## config.mk

```make
export PLATFORM = sky130hd
export DESIGN_NAME = lrip_div_cell
export DESIGN_NICKNAME = d
export VERILOG_FILES = /design/src/rtl/lrip_div_cell.sv
export SDC_FILE = /design/constraint.sdc
export NUM_CORES = 1
export LEC_CHECK = 0
export BUFFER_PORTS_ARGS = -buffer_cell sky130_fd_sc_hd__buf_2
export CAP_MARGIN = 20
export CORE_MARGIN = 5
export CORE_UTILIZATION = 45
export CTS_BUF_LIST = sky130_fd_sc_hd__clkbuf_4 sky130_fd_sc_hd__clkbuf_8
export CTS_CLUSTER_SIZE = 40
export DETAILED_ROUTE_END_ITERATION = 10
export PLACE_DENSITY = 0.82
export SLEW_MARGIN = 20
export SYNTH_ARGS = -nofsm -noshare
export SYNTH_HDL_FRONTEND = slang
export SYNTH_SLANG_ARGS = --single-unit
```

## constraint.sdc

```tcl
create_clock -name clk -period 6.4 [get_ports clk]
set_clock_uncertainty 0.1 [all_clocks]
set_input_delay 0.64 -clock clk [delete_from_list [all_inputs] [get_ports clk]]
set_output_delay 0.64 -clock clk [all_outputs]
set_load 0.05 [all_outputs]
```

## src/rtl/lrip_div_cell.sv

```systemverilog
// One restoring division cell: decides a single quotient bit.
module lrip_div_cell #(
    parameter int RW  = 25,
    parameter int DW  = 22,
    parameter int QW  = 16,
    parameter int BIT = 0
) (
    input  logic          clk,
    input  logic          en,
    input  logic [DW-1:0] den,
    input  logic [RW-1:0] rem_in,
    input  logic [QW-1:0] quot_in,
    output logic [RW-1:0] rem_out,
    output logic [QW-1:0] quot_out
);

    localparam int EW = DW + QW;

    logic [EW-1:0] trial;
    logic [EW-1:0] rem_ext;
    logic [RW-1:0] rem_next;
    logic [QW-1:0] quot_next;
    logic [RW-1:0] rem_reg;
    logic [QW-1:0] quot_reg;

    // Subtract the shifted divisor when it fits.
    always_comb
    begin
        trial   = EW'(den) << BIT;
        rem_ext = EW'(rem_in);
        if (rem_ext >= trial)
        begin
            rem_next  = RW'(rem_ext - trial);
            quot_next = quot_in | (QW'(1) << BIT);
        end
        else
        begin
            rem_next  = rem_in;
            quot_next = quot_in;
        end
    end

    always_ff @(posedge clk)
    begin
        if (en)
        begin
            rem_reg  <= rem_next;
            quot_reg <= quot_next;
        end
    end

    assign rem_out  = rem_reg;
    assign quot_out = quot_reg;

endmodule

```

==> results of run 1 <==
-- final cells by class --
| class | instances | area, µm² |
|---|---|---|
| flip-flops and latches | 41 | 1231 |
| multi-input cells | 201 | 1465 |
| well taps | 77 | 96.34 |
| fillers | 573 | 2696 |
| repair buffers | 106 | 540.5 |
| inverters | 27 | 101.3 |
| clock buffers | 5 | 68.82 |
| clock inverters | 3 | 41.29 |
-- cells in the final DEF (no fill, tap or decap), types with 2 or more instances in the layout --
master,instances
inv_1,27
ha_1,22
nor2b_1,3
o21a_1,9
a21o_1,6
o21ai_0,12
nand3_1,3
buf_2,105
a211oi_1,2
a211o_1,2
nand4_1,5
nor3_1,4
a21oi_1,29
clkbuf_8,5
or2_2,5
a31oi_1,4
or3_1,2
mux2_4,4
a31o_2,2
o31ai_1,3
and2_1,3
o311a_1,2
a21boi_0,3
nand2_1,10
o31a_1,2
xor2_1,6
edfxtp_1,41
a41oi_1,4
xnor2_1,9
nor2_1,25
mux2_2,2
and4_1,2
and3_1,4
o211ai_1,2
-- final timing paths --
kind              startpoint          end  slack (ps)
setup / recovery      den[1]  rem_out[23]        3120
hold / removal    quot_in[4]  quot_out[4]         420
-- metrics by stage --
stage | instances | util, % | area, µm² | setup slack (ps)
2_1_floorplan | 274 | - | 2834 | 3516
3_5_place_dp | 451 | 54.79 | 3420 | 2549
6_report | 460 | 56.80 | 3545 | 3124
3_3_place_gp | 451 | 54.79 | 3420 | 2611
5_1_grt | 460 | 56.80 | 3545 | 3007
4_1_cts | 459 | 56.56 | 3530 | 2858
-- flip-flops by register name, indices dropped and copies added (netlist names) --
name and flops:
quot_out 16, rem_out 25
-- metal layers --
metal | vias to the layer above | track usage, % | share of wire, %
met5 | - | 0 | 0
met4 | 0 | 5.819 | 1.9
met3 | 13 | 5.346 | 11
met2 | 107 | 28.94 | 46
met1 | 1127 | 18.75 | 41
li1 | 1251 | - | -
-- report_power, final --
part,internal [µW],leakage [µW],switching [µW]
registers,340,0.000402,7.58
clock network,115,0.0000518,91.1
logic,110,0.00119,231
total,565,0.00164,329
-- logic make-up after synthesis --
group | Yosys count | share of synthesized area (%)
buffers and inverters | 32 | 4.856
adder cells (fa/ha/maj) | 23 | 10.42
flip-flops | 41 | 43.44
AND/OR/NAND/NOR | 69 | 12.36
multiplexers | 6 | 2.914
XOR/XNOR | 15 | 4.636
AO/OA/AOI/OAI | 88 | 21.37
==> impl_metrics.csv, run 1 <==
group,metric,value,unit
status,status,"finished clean",
grt,grt_max_degree,43,
placement,io_buffers,105,
grt,track_usage,16.49,%
synth,synth_top_cell_by_area,"edfxtp_1",
worst_setup_path,cp-end-kind,"flip-flop",
worst_setup_path,cp-start-kind,"primary input",
sta,max_clock_freq,0.3053,GHz
synth,syn_inst,274,
floorplanning,rows,29,
layout,nets,470,
routing,dr.pass1.iters,4,
sta,hold_viol,0,
cts,clockBufferDepth,2,
grt,grt_first_pass_wirelength,10360,µm
cts,cts.sinks,41,
sta,drv_slew,0,
floorplanning,core,0.006241,mm²
sta,post-route-period-util,51.18,%
worst_setup_path,cpMaxStageDelayCell,"a21oi_4",
flow_run,drv_cap,0,
synth,synth.distinct_cells,45,
cts,cts.clk_slew.worst_paths,80,ps
synth,synth_common_cells,"edfxtp_1 (41), a21oi_1 (29), inv_1 (27), nor2_1 (25), ha_1 (22)",
sta,tns,0,ps
placement,dp_hpwl,5338,µm
worst_setup_path,max_stage_delay,560,ps
power,power,894.0,µW
cts,h-tree-depth,2,
sta,relSlewSlack,38.61,%
grt,grt_overflow,0,
cts,cts.repair.resized,0,
routing,vias,2498,
synth,synthArstFlopShare,0,%
synth,yosys_warnings,0,
worst_setup_path,path_delay_family,"compound AO/OA/AOI/OAI gates",
power,ir_drop,0.1375,mV
grt,antenna_found_initial,0,
min_path,hp-class,"in -> reg",
synth,synth-edff-count,41,
worst_setup_path,required,6350,ps
synth,syn_area,0.002834,mm²
routing,wire_per_inst,14.62,µm
cts,cts_made_buffers,5,
synth,post-synth-top-count-cell,"edfxtp_1",
sta,rsz0062_at_grt,"no",
synth,synth_top_area_share,43.44,%
cts,tritoncts,"built",
routing,drt-initial-drc-count,110,
sta,setup_violations,0,
layout,area_delta_synth_final,25.08,%
synth,ys_ff_latch,41,
cts,post-cts-setup-buffers,0,
routing,drc,0,
floorplanning,pin_count,106,
floorplanning,dieArea,0.007985,mm²
sta,period_minus_slack,3276,ps
placement,place.gp.congestion,0.9046,
synth,synth_flop_cell,"edfxtp_1",
floorplanning,die_h,89.36,µm
routing,detail-route-antenna-nets,0,
cts,hold_buffers,0,
floorplanning,start_util,45.41,%
min_path,whs_path_depth,1,
worst_setup_path,cp_num_buf_inv,2,
synth,syn_area_per_cell,10.34,µm²
synth,netlist_top_cells_area,"edfxtp_1 (43%), ha_1 (9.7%), a21oi_1 (5.1%), inv_1 (3.6%), nor2_1 (3.3%)",
worst_setup_path,crit_fanout,26,
worst_setup_path,cp_data_arrival_time,3230,ps
cts,cts-root-buf,"clkbuf_8",
synth,synth_seq_area_share,43.44,%
power,p_leak,0.001640,µW
grt,grt_pass1_vias,2449,
layout,drive_above_1_share,33.68,%
worst_setup_path,worstPathCellList,"buf_2, inv_1, ha_1, nor2b_1, o31ai_1, a211o_1, o2111a_1, a21oi_4, or4b_1, xnor2_1",
power,p_per_area,252.2,mW/mm²
synth,syn-num-nets,362,
sta,tightest_slew,920.9,ps
worst_setup_path,criticalPathCategory,"in -> reg",
layout,antenna_cells,0,
sta,whs,421.8,ps
worst_setup_path,worstSetupPathDepth,10,
routing,routed_via_density,5.430,
floorplanning,die_w,89.36,µm
routing,drt-total-wl,6723,µm
Power figures use the tool's default switching activity.
==> run 2, diff against run 1 <==
==> constraint.sdc (replaced) <==
create_clock -name clk -period 3.4 [get_ports clk]
set_clock_uncertainty 0.1 [all_clocks]
set_input_delay 0.34 -clock clk [delete_from_list [all_inputs] [get_ports clk]]
set_output_delay 0.34 -clock clk [all_outputs]
set_load 0.05 [all_outputs]
==> impl_metrics.csv, run 2 (same netlist as run 1, synthesis figures left out) <==
group,metric,value,unit
status,status,"finished clean",
routing,dr.pass1.iters,4,
sta,drv_slew,0,
cts,cts_made_buffers,5,
grt,track_usage,16.60,%
cts,clockBufferDepth,2,
sta,hold_viol,0,
layout,area_delta_synth_final,25.08,%
layout,nets,471,
grt,grt_overflow,0,
floorplanning,core,0.006241,mm²
routing,detail-route-antenna-nets,0,
floorplanning,die_h,89.36,µm
worst_setup_path,crit_end,"rem_out[24]",
power,power,1683,µW
routing,vias,2439,
sta,tightest_slew,936.4,ps
worst_setup_path,cp-start-kind,"primary input",
cts,cts.clk_slew.worst_paths,80,ps
layout,fin_cells,461,
layout,final_util,56.80,%
min_path,hp-class,"in -> reg",
placement,place.gp.congestion,0.9228,
flow_run,drv_cap,0,
sta,period_minus_slack,2710,ps
power,ir_drop,0.3535,mV
cts,hold_buffers,0,
layout,multi_input_area,0.001465,mm²
worst_setup_path,cp-end-kind,"flip-flop",
placement,dp_cells,453,
cts,cts.repair.resized,0,
placement,dp_hpwl,5454,µm
floorplanning,start_util,45.41,%
grt,grt_pass1_vias,2382,
sta,post-route-period-util,79.71,%
worst_setup_path,crit_fanout,4,
worst_setup_path,required,3340,ps
cts,tritoncts,"built",
routing,drt-initial-drc-count,56,
layout,seqCellArea,0.001231,mm²
grt,antenna_found_initial,0,
layout,antenna_cells,0,
sta,setup_violations,0,
sta,rsz0062_at_grt,"no",
worst_setup_path,startpoint,"rem_in[0]",
sta,max_clock_freq,0.3690,GHz
cts,h-tree-depth,2,
cts,cts.sinks,41,
routing,wire_per_inst,14.62,µm
sta,tns,0,ps
sta,relSlewSlack,37.57,%
routing,drc,0,
layout,largest_reg_flops,25,
worst_setup_path,criticalPathCategory,"in -> reg",
cts,cts-root-buf,"clkbuf_8",
grt,grt_first_pass_wirelength,10300,µm
layout,layout_common_cells,"buf_2 (105), edfxtp_1 (41), a21oi_1 (29), inv_1 (27), nor2_1 (25)",
power,p_per_area,474.8,mW/mm²
grt,grt_max_degree,42,
cts,post-cts-setup-buffers,0,
floorplanning,die_w,89.36,µm
power,p_leak,0.001641,µW
layout,layout_commonest_cell,"buf_2",
floorplanning,dieArea,0.007985,mm²
layout,drive_above_1_share,33.85,%
worst_setup_path,cp_data_arrival_time,2650,ps
routing,drt-total-wl,6742,µm
layout,fill_cells,553,
floorplanning,rows,29,
floorplanning,pin_count,106,
placement,io_buffers,105,
routing,routed_via_density,5.291,
## run 2: final cells by class
class	count	area share (%)
multi-input cells	201	41.33
flip-flops and latches	41	34.73
repair buffers	107	15.25
inverters	27	2.859
well taps	77	2.718
clock buffers	5	1.941
clock inverters	3	1.165
## run 2: routing by layer
metal  global-route usage [%]  part of all wire, %
met3                    5.346                   10
met4                    6.360                  1.9
met2                    28.53                   46
met1                    19.17                   41
met5                        0                    0
## run 2: worst min-delay path by stage
stage | from | endpoint | slack (ps) | depth (start not counted)
floorplan | quot_in[10] | quot_out[10] | 340 | 0
global placement | quot_in[7] | quot_out[7] | 420 | 1
detailed placement | quot_in[2] | quot_out[2] | 420 | 1
CTS | quot_in[2] | quot_out[2] | 110 | 1
global route | quot_in[15] | quot_out[15] | 110 | 1
finish | quot_in[14] | quot_out[14] | 110 | 1
## run 2: through the flow
stage	setup slack, ps	cell area (µm²)	hold WS, ps
2_1_floorplan	815.7	2834	338.9
3_3_place_gp	415.3	3435	417.4
3_5_place_dp	403.0	3435	419.3
4_1_cts	716.0	3545	108.5
5_1_grt	508.8	3545	107.0
6_report	689.8	3545	115.0
## run 2: power by group
part,switching [µW],internal [µW]
combinational,432,207
clock,174,216
sequential,14.5,639
## run 2: critical path, cell delays in order
cell      delay, ps
buf_2            90
inv_1            40
ha_1            200
fa_1            420
nor2b_1         170
o31a_1          230
o211ai_1        180
a21boi_0        380
o21ai_0         250
a41oi_1         280
a31oi_1          70
