===== src/rtl/lrip_sqrt_cell.sv =====
// One digit cell of the pipelined integer square root: decides a single root bit.
module lrip_sqrt_cell #(
    parameter int VW  = 36,
    parameter int RW  = 18,
    parameter int BIT = 0
) (
    input  logic          clk,
    input  logic          en,
    input  logic [VW-1:0] rem_in,
    input  logic [RW-1:0] root_in,
    output logic [VW-1:0] rem_out,
    output logic [RW-1:0] root_out
);

    logic [VW:0]   trial;
    logic [VW:0]   rem_ext;
    logic [VW-1:0] rem_next;
    logic [RW-1:0] root_next;
    logic [VW-1:0] rem_reg;
    logic [RW-1:0] root_reg;

    // Setting this bit adds (root << (BIT+1)) + 4^BIT to the square.
    always_comb
    begin
        trial   = ((VW+1)'(root_in) << (BIT + 1)) + ((VW+1)'(1) << (2 * BIT));
        rem_ext = {1'b0, rem_in};
        if (rem_ext >= trial)
        begin
            rem_next  = VW'(rem_ext - trial);
            root_next = root_in | (RW'(1) << BIT);
        end
        else
        begin
            rem_next  = rem_in;
            root_next = root_in;
        end
    end

    always_ff @(posedge clk)
    begin
        if (en)
        begin
            rem_reg  <= rem_next;
            root_reg <= root_next;
        end
    end

    assign rem_out  = rem_reg;
    assign root_out = root_reg;

endmodule


===== config.mk =====
export PLATFORM = sky130hd
export DESIGN_NAME = lrip_sqrt_cell
export DESIGN_NICKNAME = d
export VERILOG_FILES = /design/src/rtl/lrip_sqrt_cell.sv
export SDC_FILE = /design/constraint.sdc
export NUM_CORES = 1
export LEC_CHECK = 0
export BUFFER_PORTS_ARGS = -buffer_cell sky130_fd_sc_hd__buf_2
export CORE_AREA = 2 2 67 117
export DETAILED_ROUTE_END_ITERATION = 16
export DIE_AREA = 0 0 69 119
export PLACE_DENSITY = 0.71
export RECOVER_POWER = 100
export SLEW_MARGIN = 20
export SYNTH_ARGS = -nofsm -noshare
export SYNTH_HDL_FRONTEND = slang
export SYNTH_SLANG_ARGS = --single-unit

===== constraint.sdc =====
create_clock -name clk -period 5.15 [get_ports clk]
set_input_delay 0 -clock clk [delete_from_list [all_inputs] [get_ports clk]]
set_output_delay 0 -clock clk [all_outputs]
set_load 0.01 [all_outputs]

==> results.json, run 1 <==
{
  "cellPowerDensity_nw_per_um2": 283,
  "cp-startpoint": "root_in[7]",
  "p_comb_frac": 0.230,
  "ys_ff_latch": 54,
  "track_usage": 0.177,
  "port_buffers": 109,
  "place.gp.congestion": 0.847,
  "swShare": 0.272,
  "postRouteWirelength_mm": 7.25,
  "htreeDepth": 2,
  "synth-edff-count": 54,
  "synth_area_leaders": "edfxtp_1 (51%), ha_1 (7.4%), xnor2_1 (7.1%)",
  "numCtsBuffers": 5,
  "drv_slew": 55,
  "ant_nets": 0,
  "setup_viol_count_final": 0,
  "violations": "max-capacitance violations, max-slew violations",
  "intPower_w": 0.000831,
  "n_fill_cell": 684,
  "drc": 0,
  "dp_hpwl_mm": 5.56,
  "p_clk_frac": 0.280,
  "synthFlopType": "edfxtp_1",
  "viasPerCell": 5.20,
  "status": "finished, violations left",
  "wl_per_cell_um": 13.9,
  "setup_tns_ns": 0,
  "ir_drop_v": 0.000124,
  "die_h_um": 119,
  "p_sw_w": 0.000310,
  "syn_area_per_cell_um2": 10.6,
  "die_w_um": 69,
  "grt_start_max_net_pins": 55,
  "io_pins": 110,
  "grt_pass1_vias": 2644,
  "period_needed_ns": 4.13,
  "clkTransAtPathRegs_ns": 0.07,
  "crit_fanout": 29,
  "cts_tree": "done",
  "nNetsFinal": 509,
  "slew-limit-headroom": -0.930,
  "yosys.cell_count.top_type": "edfxtp_1",
  "cp-start-kind": "input pin",
  "antenna_found_initial": 0,
  "finalHoldViolations": 0,
  "core-area_um2": 7360,
  "post_layout_nonfiller_instances": 521,
  "ys_async_sr_fraction": 0,
  "initial_core_util": 0.435,
  "grt-ovfl-total": 0,
  "syn_nets": 379,
  "cap_violations": 2,
  "tightestPinTransition_ns": 2.90,
  "ys_warn_count": 0,
  "dieArea_um2": 8210,
  "p_seq_frac": 0.490,
  "cp-end-kind": "register",
  "leakage_nw": 1.53,
  "worstPathArrival_ns": 4.17,
  "cts_root_buf": "clkbuf_16",
  "synthCells": 303,
  "path_class": "in2reg",
  "required_ns": 5.19,
  "clockBufferDepth": 2,
  "yosysTopAreaCell": "edfxtp_1",
  "fmax_mhz": 242,
  "drive_gt1_frac": 0.120,
  "drtPass1Iterations": 4,
  "holdWs_ns": 0.00668,
  "fp-row-count": 42,
  "synth_top_area_frac": 0.506,
  "seq_area_frac_synth": 0.506,
  "via_count": 2709,
  "synthTopCellsByCount": "edfxtp_1 (54), nand2_1 (35), o21ai_0 (26), xnor2_1 (26), inv_1 (25)",
  "hold_class": "in2reg",
  "rsz0062_at_grt": "no",
  "period_share": 0.801,
  "synth.cell_area_um2": 3200,
  "grt_pass1_wl_mm": 11.6,
  "dp.cells": 497,
  "cts.sinks": 54,
  "cp-endpoint": "rem_out[24]",
  "diodes": 0,
  "yosysUniqueCellTypes": 44,
  "drtIter0Drc": 208,
  "post_cts_buffers": 0,
  "area.growth.synth_to_final_pct": 25.9
}
[metrics by stage]
stage	area (um2)	util	worst slack (ns)	total power [W]
2_1_floorplan	3200	-	2.64	0.000722
3_3_place_gp	3840	0.522	1.79	0.000828
3_5_place_dp	3840	0.522	1.72	0.000834
4_1_cts	4140	0.563	1.56	0.00116
5_1_grt	4030	0.548	0.761	0.00119
6_report	4030	0.548	1.02	0.00114
[worst min path at each step]
stage	start	end	slack (ns)	cells past startpoint
after floorplan	root_in[10]	root_out[10]	0.1	0
after global placement	root_in[11]	root_out[11]	0.19	1
after detailed placement	root_in[15]	root_out[15]	0.19	1
after CTS	rem_in[5]	rem_out[5]	0.002	3
after global routing	rem_in[11]	rem_out[11]	0.03	3
final	rem_in[10]	rem_out[10]	0.007	3
[layout by cell type, fill, tap and decap left out, types with 2 or more instances in the layout]
cell type      netlist  final
nand2_1             35     35
o21a_1               3      3
buf_2                1     40
clkbuf_16            0      5
o21ai_0             26     26
ha_1                19     19
nand4_1              6      6
nor3_1               6      7
o211ai_1             2      2
a21oi_1             22     22
edfxtp_1            54     54
clkbuf_1             1     72
inv_1               25     25
nor2_1              18     19
dlygate4sd3_1        0     17
nand3_1             10     10
o21bai_1             3      3
nand2b_1             2      2
or3_1                3      3
nand3b_1             2      2
xnor2_1             26     26
xor2_1               8      8
a21o_1               3      3
nor4_1               4      5
[power groups by stage]
stage          Sequential, W  Combinational [W]  Clock [W]
2_1_floorplan       0.000593           0.000129          0
3_3_place_gp        0.000565           0.000264          0
3_5_place_dp        0.000566           0.000268          0
4_1_cts             0.000557           0.000279   0.000327
5_1_grt             0.000564           0.000290   0.000337
6_report            0.000559           0.000263   0.000319
[critical path, cell delays in order]
cell and delay (ns):
dlygate4sd3_1 0.52, clkbuf_1 0.13, inv_1 0.05, ha_1 0.40, nand4_1 0.17, nor2_1 0.22
nand4_1 0.14, a2111oi_0 0.42, nor2_1 0.40, buf_4 0.32, nor4_1 0.97, nand3_1 0.23
xnor2_1 0.19
[per-layer routing]
| layer | share of wire | global-route usage | up-vias | wire (um) |
|---|---|---|---|---|
| met3 | 0.060 | 0.0347 | 19 | 435 |
| met1 | 0.37 | 0.185 | 1243 | 2660 |
| met5 | 0 | 0 | - | 0 |
| met2 | 0.54 | 0.326 | 93 | 3900 |
| met4 | 0.035 | 0.0919 | 0 | 255 |
| li1 | - | - | 1354 | - |
[logic make-up (layout without fill, tap and decap cells)]
kind of cell / Yosys count / after routing / synth area share
AO/OA/AOI/OAI: 71 / 71 / 0.136
adder cells (fa/ha/maj): 20 / 20 / 0.0805
flip-flops: 54 / 54 / 0.506
AND/OR/NAND/NOR: 93 / 93 / 0.141
multiplexers: 1 / 1 / 0.00352
buffers and inverters: 30 / 160 / 0.0391
XOR/XNOR: 34 / 34 / 0.0930
[area by class of cell]
type,count,area (um2),share of cell area
timing repair buffer,128,641,0.159
sequential,54,1620,0.402
multi-input combinational,219,1430,0.355
tap,88,110,0.0273
inverter,25,93.8,0.0233
clock buffer,7,133,0.0329
[what timing repair did]
item,4_1_cts,5_1_grt
hold endpoints to repair,17,0
gates resized for setup,0,0
hold buffers,17,0
[registers in the layout, indices dropped and copies added, names as in the netlist]
signal	cells
rem_out	36
root_out	18
Note: power is estimated with default switching activity, not from simulation.
==> run 2: changes to the inputs <==
==> constraint.sdc (replaced) <==
create_clock -name clk -period 4.3 [get_ports clk]
set_input_delay 0 -clock clk [delete_from_list [all_inputs] [get_ports clk]]
set_output_delay 0 -clock clk [all_outputs]
set_load 0.01 [all_outputs]
==> run 2 against run 1 <==
Compared with the run above:
- the flow still finishes with violations (max-capacitance violations, max-slew violations)
- critical path depth fell by 1
- clock power is 20% higher
- worst hold slack better by 0.0018 ns
- first-iteration DRC count shrank 0.48%
- sequential power grew 20%
- clock-buffer cell count decreased by 2
- setup slack got worse by 0.10 ns
==> results.json, run 2 (synthesis gave the netlist of run 1 again) <==
{
  "die_h_um": 119,
  "ir_drop_v": 0.000179,
  "port_buffers": 109,
  "period_share": 0.785,
  "core-area_um2": 7360,
  "rsz0062_at_grt": "no",
  "crit_slowest_cell": "nor2_4",
  "place.gp.congestion": 0.875,
  "diodes": 0,
  "swShare": 0.275,
  "grt_start_max_net_pins": 55,
  "drc": 0,
  "p_sw_w": 0.000377,
  "p_clk_frac": 0.280,
  "setup_viol_count_final": 0,
  "drv_slew": 55,
  "drtPass1Iterations": 4,
  "cellPowerDensity_nw_per_um2": 338,
  "grt-ovfl-total": 0,
  "cts_root_buf": "clkbuf_16",
  "grt_pass1_vias": 2733,
  "cp-startpoint": "root_in[2]",
  "dieArea_um2": 8210,
  "cts.sinks": 54,
  "cp_slowest_stage_delay_ns": 0.54,
  "worstPathArrival_ns": 3.42,
  "violations": "max-capacitance violations, max-slew violations",
  "slew-limit-headroom": -0.945,
  "post_cts_resized": 0,
  "clockBufferDepth": 2,
  "final_common_cell": "clkbuf_1",
  "dp_hpwl_mm": 5.78,
  "period_needed_ns": 3.38,
  "initial_core_util": 0.435,
  "htreeDepth": 2,
  "status": "finished, violations left",
  "drtIter0Drc": 207,
  "path_depth": 12,
  "post_cts_buffers": 0,
  "largest_reg_flops": 36,
  "worstPathCellList": "dlygate4sd3_1 -> clkbuf_1 -> inv_1 -> ha_1 -> and3_2 -> a221o_1 -> a211oi_1 -> a2111oi_0 -> nor2_4 -> nor2_1 -> o211ai_1 -> xnor2_1",
  "finalHoldViolations": 0,
  "antenna_found_initial": 0,
  "wl_per_cell_um": 14.5,
  "track_usage": 0.182,
  "fmax_mhz": 296,
  "setup_tns_ns": 0,
  "nNetsFinal": 509,
  "path_class": "in2reg",
  "cap_violations": 1,
  "critPathTopFamily": "compound AO/OA/AOI/OAI gates",
  "cts_hold_buffers": 17,
  "crit_fanout": 27,
  "clkTransAtPathRegs_ns": 0.07,
  "postRouteWirelength_mm": 7.55,
  "hold_class": "in2reg",
  "numCtsBuffers": 5,
  "p_seq_frac": 0.489,
  "cts_tree": "done",
  "cp-end-kind": "register",
  "viasPerCell": 5.21,
  "io_pins": 110,
  "via_count": 2713,
  "p_comb_frac": 0.231,
  "area.growth.synth_to_final_pct": 26.6,
  "intPower_w": 0.000993,
  "cp-endpoint": "rem_out[31]",
  "crit_buf_inv": 3,
  "fp-row-count": 42,
  "grt_pass1_wl_mm": 12.0,
  "required_ns": 4.35,
  "tightestPinTransition_ns": 2.92,
  "cp-start-kind": "input pin",
  "ant_nets": 0,
  "leakage_nw": 1.54,
  "die_w_um": 69,
  "drive_gt1_frac": 0.129,
  "layout_common_cells": "clkbuf_1 (69), edfxtp_1 (54), buf_2 (41)",
  "holdWs_ns": 0.00846
}
## run 2: power groups by stage
stage          Clock, W  Sequential [W]  Combinational [W]
2_1_floorplan         0        0.000710           0.000154
3_3_place_gp          0        0.000677           0.000317
3_5_place_dp          0        0.000677           0.000324
4_1_cts        0.000397        0.000666           0.000337
5_1_grt        0.000405        0.000675           0.000350
6_report       0.000384        0.000669           0.000317
## run 2: worst min-delay path by stage
stage,start,endpoint,slack (ns),depth (start not counted)
after floorplan,root_in[10],root_out[10],0.1,0
after detailed placement,root_in[12],root_out[12],0.19,1
after CTS,rem_in[12],rem_out[12],0.006,3
after global routing,rem_in[12],rem_out[12],0.03,3
final,rem_in[10],rem_out[10],0.008,3
after global placement,root_in[4],root_out[4],0.19,1
## run 2: routing by layer
metal | track usage | vias up | wire (um)
met2 | 0.347 | 88 | 4210
met5 | 0 | - | 0
met4 | 0.0895 | 0 | 242
li1 | - | 1360 | -
met1 | 0.178 | 1246 | 2700
met3 | 0.0423 | 19 | 401
## run 2: area by class of cell
cell class	count	area [um2]
Clock inverter	2	10.0
Tap cell	88	110
Clock buffer	5	125
Fill cell	710	3300
Timing Repair Buffer	128	642
Inverter	25	93.8
Multi-Input combinational cell	219	1450
Sequential cell	54	1620
## run 2: metrics by stage
stage               total power [W]  cells   util  setup slack, ns  area [um2]
detailed placement          0.00100    497  0.522            0.910        3840
finish                      0.00137    521  0.551            0.923        4050
CTS                         0.00140    521  0.564            0.764        4150
global placement           0.000994    497  0.522             1.03        3840
floorplan                  0.000864    303      -             1.79        3200
global route                0.00143    521  0.551            0.598        4050
## run 2: tightest hold or removal path, stage by stage
cell and delay, ns:
buf_2 0.09, nand2_1 0.04, o21ai_0 0.06
