### src/rtl/lrip_pkg.sv
// Shared types, constants and the arctangent table of the lidar range image projection.
package lrip_pkg;

    // Field widths of the point, result and configuration beats.
    localparam int POS_W      = 18;
    localparam int RING_W     = 8;
    localparam int ROW_OUT_W  = 4;
    localparam int COL_OUT_W  = 11;
    localparam int IDX_OUT_W  = 15;
    localparam int RANGE_W    = 18;
    localparam int CFG_IDX_W  = 3;
    localparam int CFG_DATA_W = 18;

    // Configuration register indexes.
    localparam logic [CFG_IDX_W-1:0] CFG_USE_RING  = 3'd0;
    localparam logic [CFG_IDX_W-1:0] CFG_MIN_RANGE = 3'd1;
    localparam logic [CFG_IDX_W-1:0] CFG_BOTTOM    = 3'd2;
    localparam logic [CFG_IDX_W-1:0] CFG_VERT_RES  = 3'd3;
    localparam logic [CFG_IDX_W-1:0] CFG_HORIZ_RES = 3'd4;

    // Register values after reset.
    localparam logic        RST_USE_RING  = 1'b1;
    localparam logic [17:0] RST_MIN_RANGE = 18'd1000;
    localparam logic [13:0] RST_BOTTOM    = 14'd1510;
    localparam logic [13:0] RST_VERT_RES  = 14'd200;
    localparam logic [11:0] RST_HORIZ_RES = 12'd20;

    // CORDIC datapath: vector components and angle in 1/25600 of a degree.
    localparam int CORDIC_STEPS = 20;
    localparam int CW = 40;
    localparam int AW = 26;

    localparam logic signed [AW-1:0] ANG_180 = 26'sd4608000;
    localparam logic signed [AW-1:0] ANG_90  = 26'sd2304000;

    typedef struct packed {
        logic signed [CW-1:0] x;
        logic signed [CW-1:0] y;
        logic signed [AW-1:0] ang;
    } cordic_t;

    // Rounded atan(2^-step) in angle units.
    function automatic logic signed [AW-1:0] atan_step(input int step);
        logic signed [AW-1:0] t;
        unique case (step)
            0:       t = 26'sd1152000;
            1:       t = 26'sd680065;
            2:       t = 26'sd359328;
            3:       t = 26'sd182400;
            4:       t = 26'sd91554;
            5:       t = 26'sd45822;
            6:       t = 26'sd22916;
            7:       t = 26'sd11459;
            8:       t = 26'sd5730;
            9:       t = 26'sd2865;
            10:      t = 26'sd1432;
            11:      t = 26'sd716;
            12:      t = 26'sd358;
            13:      t = 26'sd179;
            14:      t = 26'sd90;
            15:      t = 26'sd45;
            16:      t = 26'sd22;
            17:      t = 26'sd11;
            18:      t = 26'sd6;
            19:      t = 26'sd3;
            default: t = '0;
        endcase
        return t;
    endfunction

endpackage

### src/rtl/lrip_cordic_cell.sv
// One vectoring CORDIC micro-rotation with its stage register.
module lrip_cordic_cell #(
    parameter int STEP = 0
) (
    input  logic              clk,
    input  logic              en,
    input  lrip_pkg::cordic_t d,
    output lrip_pkg::cordic_t q
);

    logic signed [lrip_pkg::CW-1:0] dx;
    logic signed [lrip_pkg::CW-1:0] dy;
    logic signed [lrip_pkg::AW-1:0] t;
    lrip_pkg::cordic_t              q_next;
    lrip_pkg::cordic_t              q_reg;

    // Rotate towards the x axis; the shifts floor on the old components.
    always_comb
    begin
        dx = d.y >>> STEP;
        dy = d.x >>> STEP;
        t  = lrip_pkg::atan_step(STEP);
        if (!d.y[lrip_pkg::CW-1])
        begin
            q_next.x   = d.x + dx;
            q_next.y   = d.y - dy;
            q_next.ang = d.ang + t;
        end
        else
        begin
            q_next.x   = d.x - dx;
            q_next.y   = d.y + dy;
            q_next.ang = d.ang - t;
        end
    end

    always_ff @(posedge clk)
    begin
        if (en)
        begin
            q_reg <= q_next;
        end
    end

    assign q = q_reg;

endmodule

### config.mk
export PLATFORM = sky130hd
export DESIGN_NAME = lrip_cordic_cell
export DESIGN_NICKNAME = d
export VERILOG_FILES = /design/src/rtl/lrip_pkg.sv /design/src/rtl/lrip_cordic_cell.sv
export SDC_FILE = /design/constraint.sdc
export NUM_CORES = 1
export LEC_CHECK = 0
export ABC_CLOCK_PERIOD_IN_PS = 6940
export BUFFER_PORTS_ARGS = -buffer_cell sky130_fd_sc_hd__buf_4
export CAP_MARGIN = 20
export CORE_ASPECT_RATIO = 1.75
export CORE_UTILIZATION = 50
export DETAILED_ROUTE_END_ITERATION = 8
export PLACE_DENSITY = 0.81
export SETUP_SLACK_MARGIN = 0.02
export SYNTH_ARGS = -nofsm -noshare
export SYNTH_HDL_FRONTEND = slang
export SYNTH_SLANG_ARGS = --single-unit
### constraint.sdc
create_clock -name clk -period 6.94 [get_ports clk]
set_clock_uncertainty 0.1 [all_clocks]
set_input_delay 0.694 -clock clk [delete_from_list [all_inputs] [get_ports clk]]
set_output_delay 0.694 -clock clk [all_outputs]
set_load 0.01 [all_outputs]
==> results.json, run 1 <==
{
  "status": "completed",
  "synth_top_family_by_area": "compound AO/OA/AOI/OAI gates",
  "nFillCells": 2064,
  "largest_reg_flops": 105,
  "drv_slew": 0,
  "arrival_ps": 3880,
  "grt_pass1_wl_um": 61620,
  "ys_top_cells_by_area": "edfxtp_1 28%, ha_1 16%, a21oi_1 8.0%",
  "synth_compound_area_share_pct": 27.42,
  "layout_common_cells": "216 x buf_4, 182 x a21oi_1, 144 x ha_1",
  "synth_seq_area_share_pct": 27.68,
  "core_um2": 22250,
  "min_period_over_period_pct": 55.56,
  "synthDistinctLibCells": 84,
  "drt-initial-drc-count": 784,
  "syn_avg_cell_area_um2": 8.419,
  "final_common_cell": "buf_4",
  "routed_via_density": 6.159,
  "clk_path_buf_depth": 2,
  "wirelength_um": 40620,
  "hpwlAfterDp_um": 32590,
  "setup_viol_count_final": 0,
  "cts_resized": 0,
  "grt_usage_pct": 35.08,
  "syn-num-nets": 1609,
  "gp_congestion": 0.9809,
  "grt_pass1_vias": 11370,
  "async_reset_ff_share_pct": 0,
  "num_vias": 11260,
  "drcViolationCount": 0,
  "dp_slack_ps": 2803,
  "p_per_area_nw_per_um2": 186.1,
  "firstDrtPassIters": 5,
  "grt_max_degree": 99,
  "worstMarginPinSlew_ps": 1100,
  "met2_usage_pct": 64.58,
  "die_area_um2": 23410,
  "n_antenna_cell": 0,
  "htree_levels": 3,
  "hold_class": "in -> reg",
  "die_w_um": 116.1,
  "synth_flop_cell": "edfxtp_1",
  "synth_xor_area_share_pct": 6.766,
  "postCtsSetupRepairBufs": 0,
  "rsz0062_at_grt": "false",
  "synth_cells": 1353,
  "synth-seq-cells": 105,
  "startpoint": "d[38]",
  "ctsHoldBuffers": 0,
  "p_leak_nw": 5.958,
  "drive_above_1_share_pct": 17.10,
  "syn_to_final_growth_pct": 17.96,
  "hold_viol": 0,
  "initial_core_util_pct": 51.19,
  "overflow": 0,
  "grt_use_met1_pct": 35.66,
  "maxSlewHeadroom_pct": 26.63,
  "nets": 1783,
  "period_minus_slack_ps": 3856,
  "fmax_mhz": 259.4,
  "cts_inserted_buffers": 9,
  "maxCapViolations": 0,
  "routedWlPerCell_um": 22.22,
  "syn_area_um2": 11390,
  "ys.warnings.count": 0,
  "path_clk_slew_ps": 80,
  "antenna_left": 0,
  "holdCritStartpoint": "d[2]",
  "setup_ws_ps": 3084,
  "antenna_found_initial": 0,
  "path_max_fanout": 19,
  "grt_busiest_layer": "met2",
  "worstSetupPathType": "in -> reg",
  "cp-start-kind": "primary input",
  "fp.dieH_um": 201.7,
  "row_count": 72,
  "yosysTopAreaCell": "edfxtp_1",
  "cts.sinks": 105,
  "dp_cells": 1812,
  "port_buffers": 213,
  "cts_tree": "built",
  "yosys.area_share.simple_pct": 13.20,
  "worstSetupEndpointType": "flip-flop",
  "grt_use_met3_pct": 3.825,
  "cts-root-buf": "clkbuf_16",
  "synth-edff-count": 105,
  "ios": 214,
  "synth_fa_ha_area_share_pct": 16.52,
  "vdd_drop_max_mv": 0.1286,
  "synth_top_cell_area_share_pct": 27.68,
  "synth.area.mux_share_pct": 1.944,
  "worstPathRequired_ps": 6970,
  "fin_cells": 1828,
  "setup-tns-final_ps": 0
}
==> where the power goes <==
group / leakage, nW / total (mW) / internal [mW] / switching, mW
sequential: 1.03 / 0.873 / 0.837 / 0.0359
clock: 0.132 / 0.523 / 0.250 / 0.273
combinational: 4.80 / 1.11 / 0.442 / 0.664
total: 5.96 / 2.50 / 1.53 / 0.972
==> cells in the mapped netlist, types with 15 or more instances <==
cell type / number
a21oi_1: 182
ha_1: 144
inv_1: 127
nor2_1: 109
edfxtp_1: 105
o21ai_0: 84
xnor2_1: 78
nand2_1: 76
o21bai_1: 45
nor3_1: 38
a21o_1: 34
clkbuf_1: 28
nand4_1: 22
mux2i_1: 21
nor2b_1: 16
nand3_1: 15
nor4_1: 15
==> per-layer routing <==
| metal | vias up | routed length, um | part of all wire, % |
|---|---|---|---|
| met1 | 5325 | 14050 | 35 |
| li1 | 5238 | - | - |
| met2 | 522 | 21650 | 53 |
| met3 | 173 | 1773 | 4.4 |
| met5 | - | 0 | 0 |
| met4 | 0 | 3145 | 7.7 |
==> area by class of cell <==
type | instances | area (um2) | share of cell area, %
clock buffers | 9 | 225.2 | 1.676
clock inverters | 7 | 62.56 | 0.4656
inverters | 134 | 503.0 | 3.743
multi-input cells | 1061 | 7501 | 55.82
flip-flops and latches | 105 | 3153 | 23.47
well taps | 296 | 370.4 | 2.756
repair buffers | 216 | 1622 | 12.07
==> through the flow <==
step | power [mW] | hold WS (ps) | utilization [%] | instance area, um2
after CTS | 2.488 | 386.1 | 60.39 | 13440
after global routing | 2.609 | 392.9 | 60.39 | 13440
after floorplan | 1.520 | 692.9 | - | 11390
after detailed placement | 1.966 | 773.5 | 59.09 | 13150
final | 2.501 | 394.6 | 60.39 | 13440
after global placement | 1.956 | 772.1 | 59.09 | 13150
==> critical path, cell delays in order <==
cell       delay [ps]
buf_4              90
inv_1              50
ha_1              550
or3_4             470
a2111oi_2         590
o311a_1           340
o211a_4           220
o2111ai_2         170
a31o_1            250
a32oi_1           340
xnor2_1           110
==> cells by family (layout without fill, tap and decap cells) <==
family                   count (synthesis)  after routing
AO/OA/AOI/OAI                          483            483
adder cells (fa/ha/maj)                148            148
buffers and inverters                  187            366
flip-flops                             105            105
AND/OR/NAND/NOR                        320            320
XOR/XNOR                                88             88
multiplexers                            22             22
==> path summary, 6_finish.rpt <==
kind | endpoint | slack (ps) | cells past startpoint
max | q[65] | 3080 | 11
min | q[2] | 390 | 1
No activity file was read; power rests on OpenSTA's default activity.
==> inputs of run 2 (changes only) <==
Settings changed: ABC_CLOCK_PERIOD_IN_PS 6940 to 4000.
Clock period 6.94 ns to 4 ns, I/O delays scaled along.
==> run 2 against run 1 <==
Net effect: worst setup slack got worse by 2600 ps; combinational power increased by 76%; sequential cell count unchanged; routed wire length increased by 0.42%; critical path depth increased by 2; die area unchanged; first-iteration DRC count increased by 14%; global-route usage about the same; largest power group unchanged.
==> results.json, run 2 (synthesized netlist as in run 1, its figures left out) <==
{
  "drt-initial-drc-count": 892,
  "wl_met2_um": 21650,
  "maxCapViolations": 0,
  "gp_congestion": 0.9708,
  "drive_above_1_share_pct": 18.44,
  "hpwlAfterDp_um": 33020,
  "grt_pass1_vias": 11360,
  "initial_core_util_pct": 51.19,
  "path_max_fanout": 4,
  "crit_buf_inv": 2,
  "min_period_over_period_pct": 87.71,
  "wl_met1_um": 13930,
  "hold_viol": 0,
  "worstMarginPinSlew_ps": 736.2,
  "drv_slew": 0,
  "swShare_pct": 38.15,
  "cts.sinks": 105,
  "placed_area_um2": 13380,
  "grt_pass1_wl_um": 61230,
  "setup-tns-final_ps": 0,
  "port_buffers": 213,
  "topRoutingLayerUsed": "met4",
  "p_switching_mw": 1.645,
  "worstSetupPathType": "in -> reg",
  "worstPathRequired_ps": 4030,
  "die_w_um": 116.1,
  "row_count": 72,
  "path_depth": 13,
  "design_area_um2": 13640,
  "wirelength_um": 40780,
  "startpoint": "d[26]",
  "crit_end": "q[98]",
  "ctsHoldBuffers": 0,
  "fin_cells": 1858,
  "postCtsSetupRepairBufs": 0,
  "cts_tree": "built",
  "wl_met3_um": 2099,
  "overflow": 0,
  "die_area_um2": 23410,
  "syn_to_final_growth_pct": 19.71,
  "cpMaxStageDelayCell": "a41oi_2",
  "fp.dieH_um": 201.7,
  "cts_inserted_buffers": 9,
  "p_int_mw": 2.667,
  "critPathMaxStageDelay_ps": 420,
  "dp_cells": 1843,
  "p_per_area_nw_per_um2": 316.2,
  "core_um2": 22250,
  "ios": 214,
  "maxSlewHeadroom_pct": 50.39,
  "hold_class": "in -> reg",
  "cts-root-buf": "clkbuf_16",
  "htree_levels": 3,
  "grt_usage_pct": 35.06,
  "crit_family": "compound AO/OA/AOI/OAI gates",
  "antenna_found_initial": 0,
  "vdd_drop_max_mv": 0.2022,
  "antenna_left": 0,
  "status": "completed",
  "worstSetupEndpointType": "flip-flop",
  "layout_common_cells": "247 x buf_4, 182 x a21oi_1, 144 x ha_1",
  "cp-start-kind": "primary input",
  "clock_power_share_pct": 19.6,
  "cts_resized": 0,
  "routed_via_density": 6.127,
  "n_antenna_cell": 0,
  "path_clk_slew_ps": 70,
  "arrival_ps": 3540,
  "p_total_mw": 4.312,
  "path_cells": "buf_4 -> ha_1 -> fa_1 -> nor2b_1 -> o21ai_1 -> a211oi_1 -> o311ai_1 -> buf_4 -> nand3_1 -> a41oi_2 -> a21oi_1 -> a311oi_2 -> xnor2_1",
  "fmax_mhz": 285.0,
  "final_common_cell": "buf_4",
  "grt_max_degree": 57,
  "nets": 1814,
  "drcViolationCount": 0,
  "period_minus_slack_ps": 3508,
  "fin_hold_ws_ps": 88.27,
  "cp_common_cell": "buf_4",
  "power_frac_seq_pct": 35.1,
  "rsz0062_at_grt": "false",
  "p_leak_nw": 6.100,
  "combPwrFrac_pct": 45.3,
  "routedWlPerCell_um": 21.95,
  "largest_reg_flops": 105,
  "firstDrtPassIters": 7,
  "setup_viol_count_final": 0,
  "num_vias": 11380,
  "clk_path_buf_depth": 2
}
-- run 2: cell count changes in the layout (fill, tap and decap cells not counted) --
cell,previous run,this run
buf_4,216,247
clkbuf_1,0,2
clkinv_1,5,7
clkinv_2,0,1
clkinv_4,2,1
clkinvlp_4,3,0
inv_8,2,0
-- run 2: layout make-up --
cell class | count | area (um2)
fillers | 1973 | 8616
multi-input cells | 1061 | 7501
flip-flops and latches | 105 | 3153
repair buffers | 247 | 1854
inverters | 134 | 503.0
well taps | 296 | 370.4
clock buffers | 11 | 232.7
clock inverters | 4 | 21.27
-- run 2: worst min path at each step --
stage | slack (ps) | start | endpoint | depth (start not counted)
2_1_floorplan | 400 | d[0] | q[0] | 0
6_report | 90 | d[1] | q[1] | 1
4_1_cts | 80 | d[6] | q[6] | 1
3_3_place_gp | 480 | d[4] | q[4] | 1
3_5_place_dp | 480 | d[6] | q[6] | 1
5_1_grt | 90 | d[3] | q[3] | 1
-- run 2: power by group through the flow --
stage	sequential (mW)	combinational, mW	clock (mW)
2_1_floorplan	1.62	1.02	0
3_3_place_gp	1.54	1.90	0
3_5_place_dp	1.54	1.91	0
4_1_cts	1.52	1.92	0.853
5_1_grt	1.53	2.08	0.880
6_report	1.52	1.95	0.845
-- run 2: metal layers --
metal  GRT usage [%]  vias up
met1           35.24     5358
met3           4.940      176
met5               0        -
met4           26.14        0
met2           63.61      561
li1                -     5289
-- run 2: stage by stage --
stage / util (%) / setup slack, ps
after floorplan: - / 966.1
after global placement: 60.14 / 226.1
after detailed placement: 60.14 / 202.8
after CTS: 61.28 / 606.5
after global routing: 61.28 / 310.0
final: 61.28 / 491.7
